==> src/rtl/core/ftsr_pkg.sv <==
`default_nettype none
// ----------------------------------------------------------------------------
// ftsr_pkg : shared types and constants of the frame table
// Field widths, default sizing and the structs passed along the cell chain.
// ----------------------------------------------------------------------------
package ftsr_pkg;

   localparam int MAX_FRAMES_DEFAULT = 64;
   localparam int STAMP_BITS_DEFAULT = 32;

   localparam int PID_W    = 16;
   localparam int SEG_W    = 12;
   localparam int PAGE_W   = 12;
   localparam int FRAME_W  = 6;
   localparam int CFG_W    = 7;

   localparam logic [CFG_W-1:0] FRAME_COUNT_RESET = 7'd64;

   // identity of one resident page
   typedef struct packed {
      logic [PID_W-1:0]  pid;
      logic [SEG_W-1:0]  segment;
      logic [PAGE_W-1:0] page;
   } key_type;

   // search progress carried from cell to cell
   typedef struct packed {
      logic valid;
      logic hit;
      logic free;
      logic have_min;
   } scan_flags_type;

   // write-back command broadcast to all cells
   typedef struct packed {
      logic en;
      logic fill;
   } wr_ctl_type;

endpackage
`default_nettype wire

==> src/rtl/core/ftsr_cell.sv <==
`default_nettype none
// ----------------------------------------------------------------------------
// ftsr_cell : one frame of the frame table
// Holds busy, page identity and stamp of one frame; folds its frame into the
// passing search packet and takes write-back commands addressed to it.
// ----------------------------------------------------------------------------
module ftsr_cell #(
   parameter int IDX_W      = 6,
   parameter int STAMP_BITS = ftsr_pkg::STAMP_BITS_DEFAULT,
   parameter int IDX        = 0
) (
   input  wire                        clock,
   input  wire                        reset,
   input  wire                        active,
   input  ftsr_pkg::key_type          key,
   input  ftsr_pkg::scan_flags_type   in_flags,
   input  wire [IDX_W-1:0]            in_hit_idx,
   input  wire [IDX_W-1:0]            in_free_idx,
   input  wire [IDX_W-1:0]            in_min_idx,
   input  wire [STAMP_BITS-1:0]       in_min_stamp,
   input  ftsr_pkg::key_type          in_min_key,
   output ftsr_pkg::scan_flags_type   out_flags,
   output logic [IDX_W-1:0]           out_hit_idx,
   output logic [IDX_W-1:0]           out_free_idx,
   output logic [IDX_W-1:0]           out_min_idx,
   output logic [STAMP_BITS-1:0]      out_min_stamp,
   output ftsr_pkg::key_type          out_min_key,
   input  ftsr_pkg::wr_ctl_type       wr_ctl,
   input  wire [IDX_W-1:0]            wr_idx,
   input  wire [STAMP_BITS-1:0]       wr_stamp
);
   import ftsr_pkg::*;

   localparam logic [IDX_W-1:0] MY_IDX = IDX_W'(IDX);

   logic                  busy_ff;
   key_type               key_ff;
   logic [STAMP_BITS-1:0] stamp_ff;

   scan_flags_type        flags_ff,     flags_in;
   logic [IDX_W-1:0]      hit_idx_ff,   hit_idx_in;
   logic [IDX_W-1:0]      free_idx_ff,  free_idx_in;
   logic [IDX_W-1:0]      min_idx_ff,   min_idx_in;
   logic [STAMP_BITS-1:0] min_stamp_ff, min_stamp_in;
   key_type               min_key_ff,   min_key_in;

   logic take_hit, take_free, take_min, wr_mine;

   assign take_hit  = active && !in_flags.hit && busy_ff && (key_ff == key);
   assign take_free = active && !in_flags.free && !busy_ff;
   // victim seed comes from occupied frames only
   assign take_min  = active && busy_ff && (!in_flags.have_min || (stamp_ff < in_min_stamp));
   assign wr_mine   = wr_ctl.en && (wr_idx == MY_IDX);

   always_comb begin
      flags_in          = in_flags;
      flags_in.hit      = in_flags.hit      || take_hit;
      flags_in.free     = in_flags.free     || take_free;
      flags_in.have_min = in_flags.have_min || take_min;
      hit_idx_in        = take_hit  ? MY_IDX   : in_hit_idx;
      free_idx_in       = take_free ? MY_IDX   : in_free_idx;
      min_idx_in        = take_min  ? MY_IDX   : in_min_idx;
      min_stamp_in      = take_min  ? stamp_ff : in_min_stamp;
      min_key_in        = take_min  ? key_ff   : in_min_key;
   end

   always_ff @(posedge clock) begin
      if (reset) begin
         flags_ff <= '0;
      end else begin
         flags_ff <= flags_in;
      end
   end

   // packet payload loads only with a valid packet and holds afterward
   always_ff @(posedge clock) begin
      if (in_flags.valid) begin
         hit_idx_ff   <= hit_idx_in;
         free_idx_ff  <= free_idx_in;
         min_idx_ff   <= min_idx_in;
         min_stamp_ff <= min_stamp_in;
         min_key_ff   <= min_key_in;
      end
   end

   always_ff @(posedge clock) begin
      if (reset) begin
         busy_ff  <= 1'b0;
         stamp_ff <= '0;
      end else if (wr_mine) begin
         stamp_ff <= wr_stamp;
         if (wr_ctl.fill) begin
            busy_ff <= 1'b1;
         end
      end
   end

   always_ff @(posedge clock) begin
      if (wr_mine && wr_ctl.fill) begin
         key_ff <= key;
      end
   end

   assign out_flags     = flags_ff;
   assign out_hit_idx   = hit_idx_ff;
   assign out_free_idx  = free_idx_ff;
   assign out_min_idx   = min_idx_ff;
   assign out_min_stamp = min_stamp_ff;
   assign out_min_key   = min_key_ff;

endmodule
`default_nettype wire

==> config.mk <==
export PLATFORM = sky130hd
export DESIGN_NAME = ftsr_cell
export DESIGN_NICKNAME = d
export VERILOG_FILES = /design/src/rtl/core/ftsr_pkg.sv /design/src/rtl/core/ftsr_cell.sv
export SDC_FILE = /design/constraint.sdc
export NUM_CORES = 1
export LEC_CHECK = 0
export BUFFER_PORTS_ARGS = -buffer_cell sky130_fd_sc_hd__buf_2
export CAP_MARGIN = 40
export CORE_MARGIN = 2
export CORE_UTILIZATION = 46
export CTS_BUF_LIST = sky130_fd_sc_hd__clkbuf_4
export CTS_CLUSTER_DIAMETER = 40
export DETAILED_ROUTE_END_ITERATION = 16
export GPL_TIMING_DRIVEN = 0
export PLACE_DENSITY_LB_ADDON = 0.2
export REMOVE_ABC_BUFFERS = 1
export SYNTH_ARGS = -nofsm -noshare
export SYNTH_HDL_FRONTEND = slang
export SYNTH_SLANG_ARGS = --single-unit
==> constraint.sdc <==
create_clock -name clock -period 2.6 [get_ports clock]
set_input_delay 0.65 -clock clock [delete_from_list [all_inputs] [get_ports clock]]
set_output_delay 0.65 -clock clock [all_outputs]
set_load 0.02 [all_outputs]
=== Word-level counts from Yosys, hierarchy flattened ===
Cells that the tools add are included.

* $lt $le $gt $ge: 1
* Equal/unequal tests: 1
* Muxes and demuxes: 2
* Reduce and logical (&&, ||, !) cells: 19

{| class="wikitable"
|+ Operator list
! cell !! number
|-
| $eq 40x40->1 || 1
|-
| $mux 40 || 1
|-
| $lt 32x32->1 || 1
|-
| $mux 32 || 1
|-
| $logic_and 1x1->1 || 9
|-
| $logic_not 6->1 || 1
|-
| $logic_not 1->1 || 4
|-
| $logic_or 1x1->1 || 4
|-
| $reduce_and 2->1 || 1
|}

* Flip-flop bits (word level): 167
* Input bits: 177
* Output and inout bits: 94
* Word-level logic and storage cells: 39

=== Logic depth before layout (Yosys ltp) ===
Gate-level depths: netlist of the first run.

* Depth after elaboration: 5
* Mapped depth: 10
* Gate-level depth less buffers: 8

=== Worst setup path after synthesis of the first run ===
Ideal clock, no wire load.

* Kind: input to register
* From: input in_min_stamp[17]
* To: register min_key_ff (netlist bit out_min_key[25]), data pin
* Library setup time: 0.262 ns
* Arrival: 2.541 ns
* Required time: 2.338 ns
* Setup slack: -0.203 ns
* Cell stages on the path: 10
* Path buffers: 2
* Path through: inv_1 > ha_1 > a21oi_1 > o21ai_1 > a221o_1 > o31a_1 > a21oi_4 > buf_6 > buf_6 > mux2_1

{| class="wikitable"
|+ RTL lines
! what !! line !! RTL
|-
| start, declared || ftsr_cell.sv:20 || <nowiki>input wire [STAMP_BITS-1:0] in_min_stamp,</nowiki>
|-
| end signal, assigned || ftsr_cell.sv:82 || <nowiki>min_key_ff <= min_key_in;</nowiki>
|-
| end, declared || ftsr_cell.sv:45 || <nowiki>key_type min_key_ff, min_key_in;</nowiki>
|}

=== Worst setup path after layout of the first run ===
* From: register stamp_ff[31]
* To: register min_stamp_ff[18] (netlist: out_min_stamp[18]), data pin

* Cells in the longest elaborated chain, start to end: 4

{| class="wikitable"
|+ Ends and longest elaborated chain
! what !! line !! RTL
|-
| start, declared || ftsr_cell.sv:38 || <nowiki>logic [STAMP_BITS-1:0] stamp_ff;</nowiki>
|-
| start signal, assigned || ftsr_cell.sv:91 || <nowiki>stamp_ff <= wr_stamp;</nowiki>
|-
| $lt 32x32->1 || ftsr_cell.sv:52 || <nowiki>assign take_min = active && busy_ff && (!in_flags.have_min || (stamp_ff < in_min_stamp));</nowiki>
|-
| $logic_or 1x1->1 || ftsr_cell.sv:52 ||
|-
| $logic_and 1x1->1 || ftsr_cell.sv:52 ||
|-
| $mux 32 || ftsr_cell.sv:63 || <nowiki>min_stamp_in = take_min ? stamp_ff : in_min_stamp;</nowiki>
|-
| via min_stamp_in[18] || ftsr_cell.sv:44 || <nowiki>logic [STAMP_BITS-1:0] min_stamp_ff, min_stamp_in;</nowiki>
|-
| end signal, assigned || ftsr_cell.sv:81 || <nowiki>min_stamp_ff <= min_stamp_in;</nowiki>
|-
| end, declared || ftsr_cell.sv:44 ||
|}

The timed path passes the listed nets, and every way through them passes these cells.
A chain may end at the register's enable or synchronous reset.

==> flow_summary.yaml, run 1 <==
finish:
  layout-drive-gt1-share_pct: 47.7
  leading_cell_types_in_the_layout_fill_and_taps_excluded: "270 x sky130_fd_sc_hd__buf_2, 130 x sky130_fd_sc_hd__edfxtp_1, 72 x sky130_fd_sc_hd__nand2_1, 46 x sky130_fd_sc_hd__mux2_4, 42 x sky130_fd_sc_hd__a21oi_1"
  finalNetCount: 1060
  final_common_cell: "sky130_fd_sc_hd__buf_2"
  area.growth.synth_to_final_pct: 34.4
  post-route-util_pct: 62.9
sta:
  setup-violations-final: 41
  hold_violations: 0
  slew_viol_final: 0
  fmaxAchievable_ghz: 0.378
  fin_crit_sh_pct: 102
  final_critical_path_setup_slack_ps: -46.6
  rsz0062_at_grt: "yes"
  final.setup_skew_ps: 26.6
  period_needed_ps: 2650
  timing.max_slew.rel_slack_pct: 47.5
  timing_worst_slew_pin_value_ps: 784
global_route:
  overflow: 0
  antenna_violations_before_repair: 1
  busiest_layer: "met2"
  grt.met3_usage_pct: 7.13
  grt_pass1_vias: 5447
  global_route_wire_length_before_repair_um: 27500
  groute.layer.met2.usage_pct: 37.4
  grt.met1_usage_pct: 24.8
  grt_use_total_pct: 21.4
  maximum_number_of_pins_on_one_net_before_global_route_repair: 57
status:
  status: "complete, but fails checks"
  failed_checks: "negative setup slack"
clock_network:
  ctsRootBufferMaster: "sky130_fd_sc_hd__clkbuf_4"
  clk_transition_reported_paths_ps: 140
  cts.sink_count: 167
  cts_hold_buf: 0
  tritoncts: "done"
  numCtsBuffers: 17
  cts_buffer_depth: 2
  htree_levels: 4
  worstSkewPairLatency_ps: 560
setup_path:
  critical_path.endpoint_type: "flop"
  cp_max_fo: 5
  start_kind: "flop"
  arrival_time_at_the_worst_endpoint_ps: 2950
  setup.worst_path.class: "flop to flop"
  ff2ff_setup_slack_ps: -50
  worstPathRequired_ps: 2900
detailed_routing:
  drt_drc_violations_left: 0
  drt-pass1-iter-count: 6
  post_drt_via_cell_ratio: 4.98
  detail_route.wl_per_cell_um: 17.4
  vias: 5385
  wire_length_after_detailed_routing_um: 18800
  dr.first_iter.drc_count: 229
  postRouteAntennaNets: 0
floorplanning:
  die-area_mm2: 0.0171
  core_area_mm2: 0.0158
  fp-row-count: 46
  io-pin-count: 271
  floorplan.die.height_um: 131
  die_width_um: 131
  floorplan.initialDensity_pct: 46.8
power:
  power.ir.vdd_worst_uv: 259
  switching_share_pct: 24.7
  total_power_uw: 5080
  seq_power_share_pct: 59.0
  switchingPower_uw: 1250
  power_per_cell_area_mw_per_mm2: 511
  comb_power_share_pct: 11.5
  internal_power_uw: 3830
  share_clk_of_total_power_pct: 29.4
  leakage_uw: 0.00426
worst_hold_path:
  hold_path.class: "input port to flop"
yosys:
  synth_ff_type: "sky130_fd_sc_hd__edfxtp_1"
  post_synth_main_area_contributors: "sky130_fd_sc_hd__edfxtp_1 53%, sky130_fd_sc_hd__dfxtp_1 10%, sky130_fd_sc_hd__mux2_2 8.8%"
  synth.top_cell.area_share_pct: 52.9
  netlist_area_mm2: 0.00738
  synth_cell_type_count: 35
  synth-async-reset-ratio_pct: 0
  synth_top_cell_by_area: "sky130_fd_sc_hd__edfxtp_1"
  synth.yosys.warnings: 0
  synth_edf_count: 130
  cell_count_after_synthesis: 551
  ys_seq_elements: 167
  yosysSeqAreaShare_pct: 62.9
  synth_area_per_cell_um2: 13.4
placed_design:
  post-dp-hpwl_um: 12900
  placer_congestion_estimate: 0.817
  dp_slack_ps: -1100
  port_buffers: 270
job:
  drv_cap: 0
[cells in the mapped netlist (8+ instances only)]
cell,instances
sky130_fd_sc_hd__edfxtp_1,130
sky130_fd_sc_hd__nand2_1,72
sky130_fd_sc_hd__mux2_2,58
sky130_fd_sc_hd__a21oi_1,42
sky130_fd_sc_hd__xor2_1,40
sky130_fd_sc_hd__dfxtp_1,37
sky130_fd_sc_hd__ha_1,31
sky130_fd_sc_hd__inv_1,31
sky130_fd_sc_hd__nor2b_1,20
sky130_fd_sc_hd__mux2_1,14
sky130_fd_sc_hd__clkbuf_1,10
sky130_fd_sc_hd__nor4_1,9
sky130_fd_sc_hd__nor2_1,8
[power groups by stage]
stage / Clock [µW] / Sequential [µW] / Combinational [µW]
2_1_floorplan: 0 / 3170 / 126
3_3_place_gp: 0 / 3060 / 531
3_5_place_dp: 0 / 3060 / 549
4_1_cts: 1530 / 3000 / 581
5_1_grt: 1630 / 3010 / 636
6_report: 1490 / 3000 / 586
[per-stage QoR]
step	instance area [µm²]	setup TNS (ps)	hold WS (ps)	instances
after floorplan	7270	-86810	440	532
final	9930	-841	291	1082
after global placement	8890	-200010	454	1018
after detailed placement	9070	-70470	461	1026
after CTS	9850	-2140	238	1079
after global routing	9930	-6830	231	1082
[path summary, 6_finish.rpt]
check | startpoint | to | depth (start not counted)
max | stamp_ff[31]$_SDFFE_PP0P_ | out_min_stamp[18]$_DFFE_PP_ | 10
min | key[33] | key_ff[33]$_DFFE_PP_ | 1
max reg2reg | stamp_ff[31]$_SDFFE_PP0P_ | out_min_stamp[18]$_DFFE_PP_ | 10
min reg2reg | stamp_ff[0]$_SDFFE_PP0P_ | stamp_ff[0]$_SDFFE_PP0P_ | 2
[repair_timing]
item                                   4_1_cts  5_1_grt
resized for setup                           62       18
endpoints found under the hold margin        0        0
buffers inserted                            16        2
gates cloned                                 5        2
setup endpoints to repair                   77       71
pin swaps                                    8        2
[sequential cells by signal (all words and copies together), names as in the netlist]
signal,flops
busy_ff,1
key_ff,40
out_flags,4
out_free_idx,6
out_hit_idx,6
out_min_idx,6
out_min_key,40
out_min_stamp,32
stamp_ff,32
[cell families (layout without fill, tap and decap cells)]
logic type                 count (synthesis)  count (layout)  synth area share [%]
AOI/OAI and AO/OA                         59              59                  4.68
xor gates and xnor gates                  40              40                  4.74
adders and majority gates                 31              31                  5.25
buffers and inverters                     50             364                  3.10
DFF                                      167             167                  62.9
muxes                                     72              72                  11.0
other                                      0               1                     0
and+or+nand+nor                          132             132                  8.35
[metal layers]
layer | share of wire (%) | vias to the layer above
met5 | 0 | -
met4 | 1.5 | 0
met3 | 8.3 | 23
met2 | 49 | 216
met1 | 42 | 2554
li1 | - | 2592
[layout make-up]
cell class                      count  area [µm²]
Inverter                           31         116
Clock buffer                       19         143
Timing Repair Buffer              301        1870
Clock inverter                     13         129
Multi-Input combinational cell    334        2750
Tap cell                          216         270
Fill cell                        1313        5840
Antenna cell                        1        2.50
Sequential cell                   167        4650
[worst max-delay path, stage by stage, from the launching register on]
cell and delay (ps):
sky130_fd_sc_hd__dfxtp_1 350, sky130_fd_sc_hd__ha_1 310, sky130_fd_sc_hd__nand4_1 140, sky130_fd_sc_hd__nor3_1 100, sky130_fd_sc_hd__a221o_1 320, sky130_fd_sc_hd__o31a_1 270
sky130_fd_sc_hd__a21oi_4 180, sky130_fd_sc_hd__buf_8 170, sky130_fd_sc_hd__buf_8 120, sky130_fd_sc_hd__buf_8 130, sky130_fd_sc_hd__mux2_4 300
Note: power is estimated with default switching activity, not from simulation.
==> run 2: changes to the inputs <==
Settings changed: CORE_UTILIZATION 46 to 51.
Clock period 2.6 ns to 2.5 ns, I/O delays scaled along.
==> flow_summary.yaml, run 2 (synthesis gave the netlist of run 1 again) <==
worst_hold_path:
  hold_path.class: "input port to flop"
  timing.hold.worst_endpoint: "key_ff[16]$_DFFE_PP_"
  min_from: "key[16]"
  hold_depth: 1
detailed_routing:
  post_drt_via_cell_ratio: 5.18
  drt_drc_violations_left: 0
  drt-pass1-iter-count: 5
  dr.first_iter.drc_count: 308
  detail_route.wl_per_cell_um: 18.7
  postRouteAntennaNets: 0
  vias: 5427
  wire_length_after_detailed_routing_um: 19600
finish:
  nFillCells: 1013
  post-route-util_pct: 71.5
  layout.area.seq_mm2: 0.00466
  layout-drive-gt1-share_pct: 49.9
  area.growth.synth_to_final_pct: 35.4
  final_common_cell: "sky130_fd_sc_hd__buf_2"
  multi_input_area_mm2: 0.00286
  finalNetCount: 1062
  number_of_cells_in_the_finished_layout_apart_from_fillers: 1048
  leading_cell_types_in_the_layout_fill_and_taps_excluded: "270 x sky130_fd_sc_hd__buf_2, 130 x sky130_fd_sc_hd__edfxtp_1, 72 x sky130_fd_sc_hd__nand2_1, 51 x sky130_fd_sc_hd__mux2_4"
global_route:
  global_route_wire_length_before_repair_um: 30000
  grt_use_total_pct: 24.9
  overflow: 0
  grt_pass1_vias: 5641
  maximum_number_of_pins_on_one_net_before_global_route_repair: 56
  antenna_violations_before_repair: 1
sta:
  fin_crit_sh_pct: 106
  period_needed_ps: 2660
  rsz0062_at_grt: "yes"
  setup-violations-final: 74
  slew_viol_final: 0
  final_critical_path_setup_slack_ps: -158
  hold_violations: 0
  fmaxAchievable_ghz: 0.376
  setup-tns-final_ps: -7170
  final.setup_skew_ps: 22.7
  timing.max_slew.rel_slack_pct: 46.1
  timing_worst_slew_pin_value_ps: 808
setup_path:
  critical_path.reg2reg.endpoint: "out_min_key[14]$_DFFE_PP_"
  critical_path_max_stage_delay_ps: 380
  ff2ff_setup_slack_ps: -160
  setup.worst_path.class: "flop to flop"
  arrival_time_at_the_worst_endpoint_ps: 2970
  critPathSlowestCell: "sky130_fd_sc_hd__dfxtp_2"
  worstPathRequired_ps: 2820
  start_kind: "flop"
  critical_path.endpoint_type: "flop"
  ordered_cell_list_for_the_critical_path: "ha_4 -> a21o_1 -> a221o_1 -> a31oi_1 -> o211ai_1 -> a21oi_4 -> buf_6 -> buf_16 -> buf_12 -> mux2_2"
  critical_path.reg2reg.startpoint: "stamp_ff[5]$_SDFFE_PP0P_"
  cp_max_fo: 8
  reg2reg_depth: 10
status:
  failed_checks: "negative setup slack"
  status: "complete, but fails checks"
power:
  comb_power_share_pct: 11.6
  internal_power_uw: 4090
  power_per_cell_area_mw_per_mm2: 540
  seq_power_share_pct: 57.8
  share_clk_of_total_power_pct: 30.7
  switchingPower_uw: 1310
  leakage_uw: 0.00429
  power.ir.vdd_worst_uv: 300
  switching_share_pct: 24.2
job:
  drv_cap: 0
placed_design:
  dp.cells: 990
  placer_congestion_estimate: 0.824
  post-dp-hpwl_um: 13200
  port_buffers: 270
clock_network:
  worstSkewPairLatency_ps: 550
  htree_levels: 4
  ctsRootBufferMaster: "sky130_fd_sc_hd__clkbuf_4"
  cts.sink_count: 167
  clk_transition_reported_paths_ps: 140
  cts_buffer_depth: 2
  tritoncts: "done"
  numCtsBuffers: 17
floorplanning:
  floorplan.initialDensity_pct: 52.8
  io-pin-count: 271
  die-area_mm2: 0.0155
  core_area_mm2: 0.0140
  die_width_um: 124
  fp-row-count: 43
  floorplan.die.height_um: 124
[run 2: area by class of cell]
| type | count | area share (%) |
|---|---|---|
| Antenna cell | 1 | 0.0250 |
| Clock buffer | 19 | 1.43 |
| Clock inverter | 13 | 1.54 |
| Inverter | 31 | 1.16 |
| Multi-Input combinational cell | 335 | 28.6 |
| Sequential cell | 167 | 46.6 |
| Tap cell | 180 | 2.25 |
| Timing Repair Buffer | 302 | 18.4 |
[run 2: power groups by stage]
stage	Sequential [µW]	Combinational (µW)	Clock [µW]
after global routing	3130	671	1800
after floorplan	3300	131	0
after detailed placement	3180	571	0
after CTS	3120	612	1680
after global placement	3180	548	0
final	3120	623	1650
[run 2: per-stage QoR]
step | hold slack, ps | area [µm²] | power (µW) | setup WS [ps]
after floorplan | 440 | 7270 | 3430 | -1220
after global placement | 454 | 8850 | 3730 | -2220
after detailed placement | 466 | 9020 | 3750 | -1290
after CTS | 211 | 9910 | 5410 | -244
after global routing | 199 | 10000 | 5600 | -228
final | 264 | 10000 | 5390 | -158
[run 2: per-layer routing]
layer | global-route usage [%] | up-vias | wire (µm)
li1 | - | 2592 | -
met1 | 30.3 | 2585 | 7670
met2 | 42.2 | 217 | 9900
met3 | 7.47 | 33 | 1590
met4 | 8.92 | 0 | 462
met5 | 0 | - | 0
[run 2: repair_timing]
action                                  in CTS  in global routing
endpoints found under the hold margin        0                  0
hold buffers                                 0                  0
cloned                                       5                  1
buffers inserted                            18                  8
endpoints found under the setup margin      78                 79
pin swaps                                   10                 10
resized for setup                           72                 31
[run 2: worst max path at each step]
stage,startpoint,to,cells after the start
after floorplan,in_min_stamp[5],out_min_key[0]$_DFFE_PP_,8
after global placement,in_min_stamp[5],out_min_stamp[22]$_DFFE_PP_,9
after detailed placement,in_min_stamp[5],out_min_key[2]$_DFFE_PP_,11
after CTS,stamp_ff[5]$_SDFFE_PP0P_,out_min_stamp[11]$_DFFE_PP_,11
after global routing,stamp_ff[14]$_SDFFE_PP0P_,out_min_stamp[9]$_DFFE_PP_,10
final,stamp_ff[5]$_SDFFE_PP0P_,out_min_key[14]$_DFFE_PP_,10
[run 2: worst max-delay path, delay by kind of cell (launching register included)]
| kind | cells | cell delay, ps |
|---|---|---|
| DFF | 1 | 380 |
| muxes | 1 | 340 |
| adders and majority gates | 1 | 200 |
| AOI/OAI and AO/OA | 5 | 1090 |
| buffers and inverters | 3 | 410 |
==> run 3: changes to the inputs <==
Clock period 2.5 ns to 2.8 ns, I/O delays scaled along.
==> flow_summary.yaml, run 3 (synthesis gave the netlist of run 1 again) <==
status:
  status: "finished clean"
placed_design:
  placer_congestion_estimate: 0.824
  port_buffers: 270
  post-dp-hpwl_um: 13200
  placement.cell_area_mm2: 0.00902
  dp_slack_ps: -1060
clock_network:
  ctsRootBufferMaster: "sky130_fd_sc_hd__clkbuf_4"
  cts.sink_count: 167
  cts_hold_buf: 0
  clk_transition_reported_paths_ps: 140
  numCtsBuffers: 17
  htree_levels: 4
  cts_buffer_depth: 2
  worstSkewPairLatency_ps: 550
  tritoncts: "done"
sta:
  setup-violations-final: 0
  timing_worst_slew_pin_value_ps: 944
  fin_crit_sh_pct: 96.9
  timing.max_slew.rel_slack_pct: 36.6
  setup-tns-final_ps: 0
  hold_slack_ps: 336
  period_needed_ps: 2710
  slew_viol_final: 0
  fmaxAchievable_ghz: 0.368
  hold_violations: 0
  final_critical_path_setup_slack_ps: 85.6
  final.setup_skew_ps: 22.2
setup_path:
  crit_path_start: "stamp_ff[13]$_SDFFE_PP0P_"
  critical_path_max_stage_delay_ps: 390
  critPathSlowestCell: "sky130_fd_sc_hd__mux2_2"
  start_kind: "flop"
  ff2ff_setup_slack_ps: 90
  crit_path_frequent_cell: "sky130_fd_sc_hd__buf_4"
  critical_path.endpoint_type: "flop"
  setup.worst_path.class: "flop to flop"
  arrival_time_at_the_worst_endpoint_ps: 3030
  worst_setup_path_endpoint: "out_min_stamp[6]$_DFFE_PP_"
  ordered_cell_list_for_the_critical_path: "ha_1 -> a211oi_2 -> nor2_1 -> a2111oi_2 -> o211ai_1 -> buf_4 -> buf_4 -> a21oi_4 -> mux2_2"
  critical_path.reg2reg.endpoint: "out_min_stamp[6]$_DFFE_PP_"
  reg2reg_depth: 9
  worstPathRequired_ps: 3120
  cp_max_fo: 10
  critical_path.reg2reg.startpoint: "stamp_ff[13]$_SDFFE_PP0P_"
floorplanning:
  io-pin-count: 271
  fp-row-count: 43
  die-area_mm2: 0.0155
  floorplan.die.height_um: 124
  die_width_um: 124
  floorplan.initialDensity_pct: 52.8
  core_area_mm2: 0.0140
detailed_routing:
  vias: 5380
  wire_length_after_detailed_routing_um: 18600
  dr.first_iter.drc_count: 379
  postRouteAntennaNets: 0
  drt-pass1-iter-count: 5
  drt_drc_violations_left: 0
  post_drt_via_cell_ratio: 5.18
  detail_route.wl_per_cell_um: 17.9
finish:
  multi_input_area_mm2: 0.00259
  post-route-cell-area_mm2: 0.00959
  layout-drive-gt1-share_pct: 46.0
  layout.area.seq_mm2: 0.00465
  leading_cell_types_in_the_layout_fill_and_taps_excluded: "270 x sky130_fd_sc_hd__buf_2, 130 x sky130_fd_sc_hd__edfxtp_1, 72 x sky130_fd_sc_hd__nand2_1, 58 x sky130_fd_sc_hd__mux2_2, 41 x sky130_fd_sc_hd__a21oi_1"
  antenna_cells: 0
  final_common_cell: "sky130_fd_sc_hd__buf_2"
  finalNetCount: 1053
  area.growth.synth_to_final_pct: 29.8
  nFillCells: 1070
power:
  leakage_uw: 0.00406
  power.ir.vdd_worst_uv: 281
  power_per_cell_area_mw_per_mm2: 499
global_route:
  global_route_wire_length_before_repair_um: 28700
  maximum_number_of_pins_on_one_net_before_global_route_repair: 56
  grt_use_total_pct: 23.8
  antenna_violations_before_repair: 0
  grt_pass1_vias: 5545
  overflow: 0
worst_hold_path:
  hold_path.class: "input port to flop"
job:
  drv_cap: 0
## run 3: final cells by class
class,instances,share of cell area (%)
repair buffers,293,17.9
flip-flops and latches,167,48.5
well taps,180,2.35
multi-input cells,335,27.0
clock buffers,19,1.49
clock inverters,13,1.61
inverters,31,1.21
## run 3: report_power, final
| group | total, µW | switching, µW | internal (µW) |
|---|---|---|---|
| registers | 2780 | 21.5 | 2760 |
| logic | 519 | 292 | 227 |
| clock network | 1480 | 845 | 634 |
## run 3: worst min path at each step
stage | startpoint | end | slack [ps] | depth (start not counted)
final | key[16] | key_ff[16]$_DFFE_PP_ | 340 | 1
after global routing | key[14] | key_ff[14]$_DFFE_PP_ | 270 | 1
after CTS | key[16] | key_ff[16]$_DFFE_PP_ | 290 | 1
after detailed placement | stamp_ff[0]$_SDFFE_PP0P_ | stamp_ff[0]$_SDFFE_PP0P_ | 470 | 2
after global placement | stamp_ff[0]$_SDFFE_PP0P_ | stamp_ff[0]$_SDFFE_PP0P_ | 450 | 2
after floorplan | stamp_ff[0]$_SDFFE_PP0P_ | stamp_ff[0]$_SDFFE_PP0P_ | 440 | 2
## run 3: layer usage
metal	up-vias	track usage [%]	share of wire, %
met5	-	0	0
met2	214	40.9	50
li1	2573	-	-
met4	0	8.26	2.1
met3	29	7.22	7.7
met1	2564	28.4	40
## run 3: timing repair
action / 4_1_cts / 5_1_grt
cloned: 2 / 2
gates resized for setup: 4 / 13
endpoints found under the setup margin: 77 / 75
buffers inserted: 8 / 4
pin swaps: 2 / 5
## run 3: through the flow
stage | total power (µW) | utilization, % | std cells
2_1_floorplan | 3060 | - | 532
3_3_place_gp | 3330 | 63.3 | 982
3_5_place_dp | 3350 | 64.5 | 990
4_1_cts | 4800 | 67.5 | 1032
5_1_grt | 4970 | 68.5 | 1038
6_report | 4780 | 68.5 | 1038
## run 3: worst max-delay path: cells and delay by family (launching register included)
kind | cells | cell delay (ps)
fa+ha+maj | 1 | 320
simple gates | 1 | 110
compound gates | 4 | 1000
mux | 1 | 390
buf+inv | 2 | 310
flops | 1 | 360
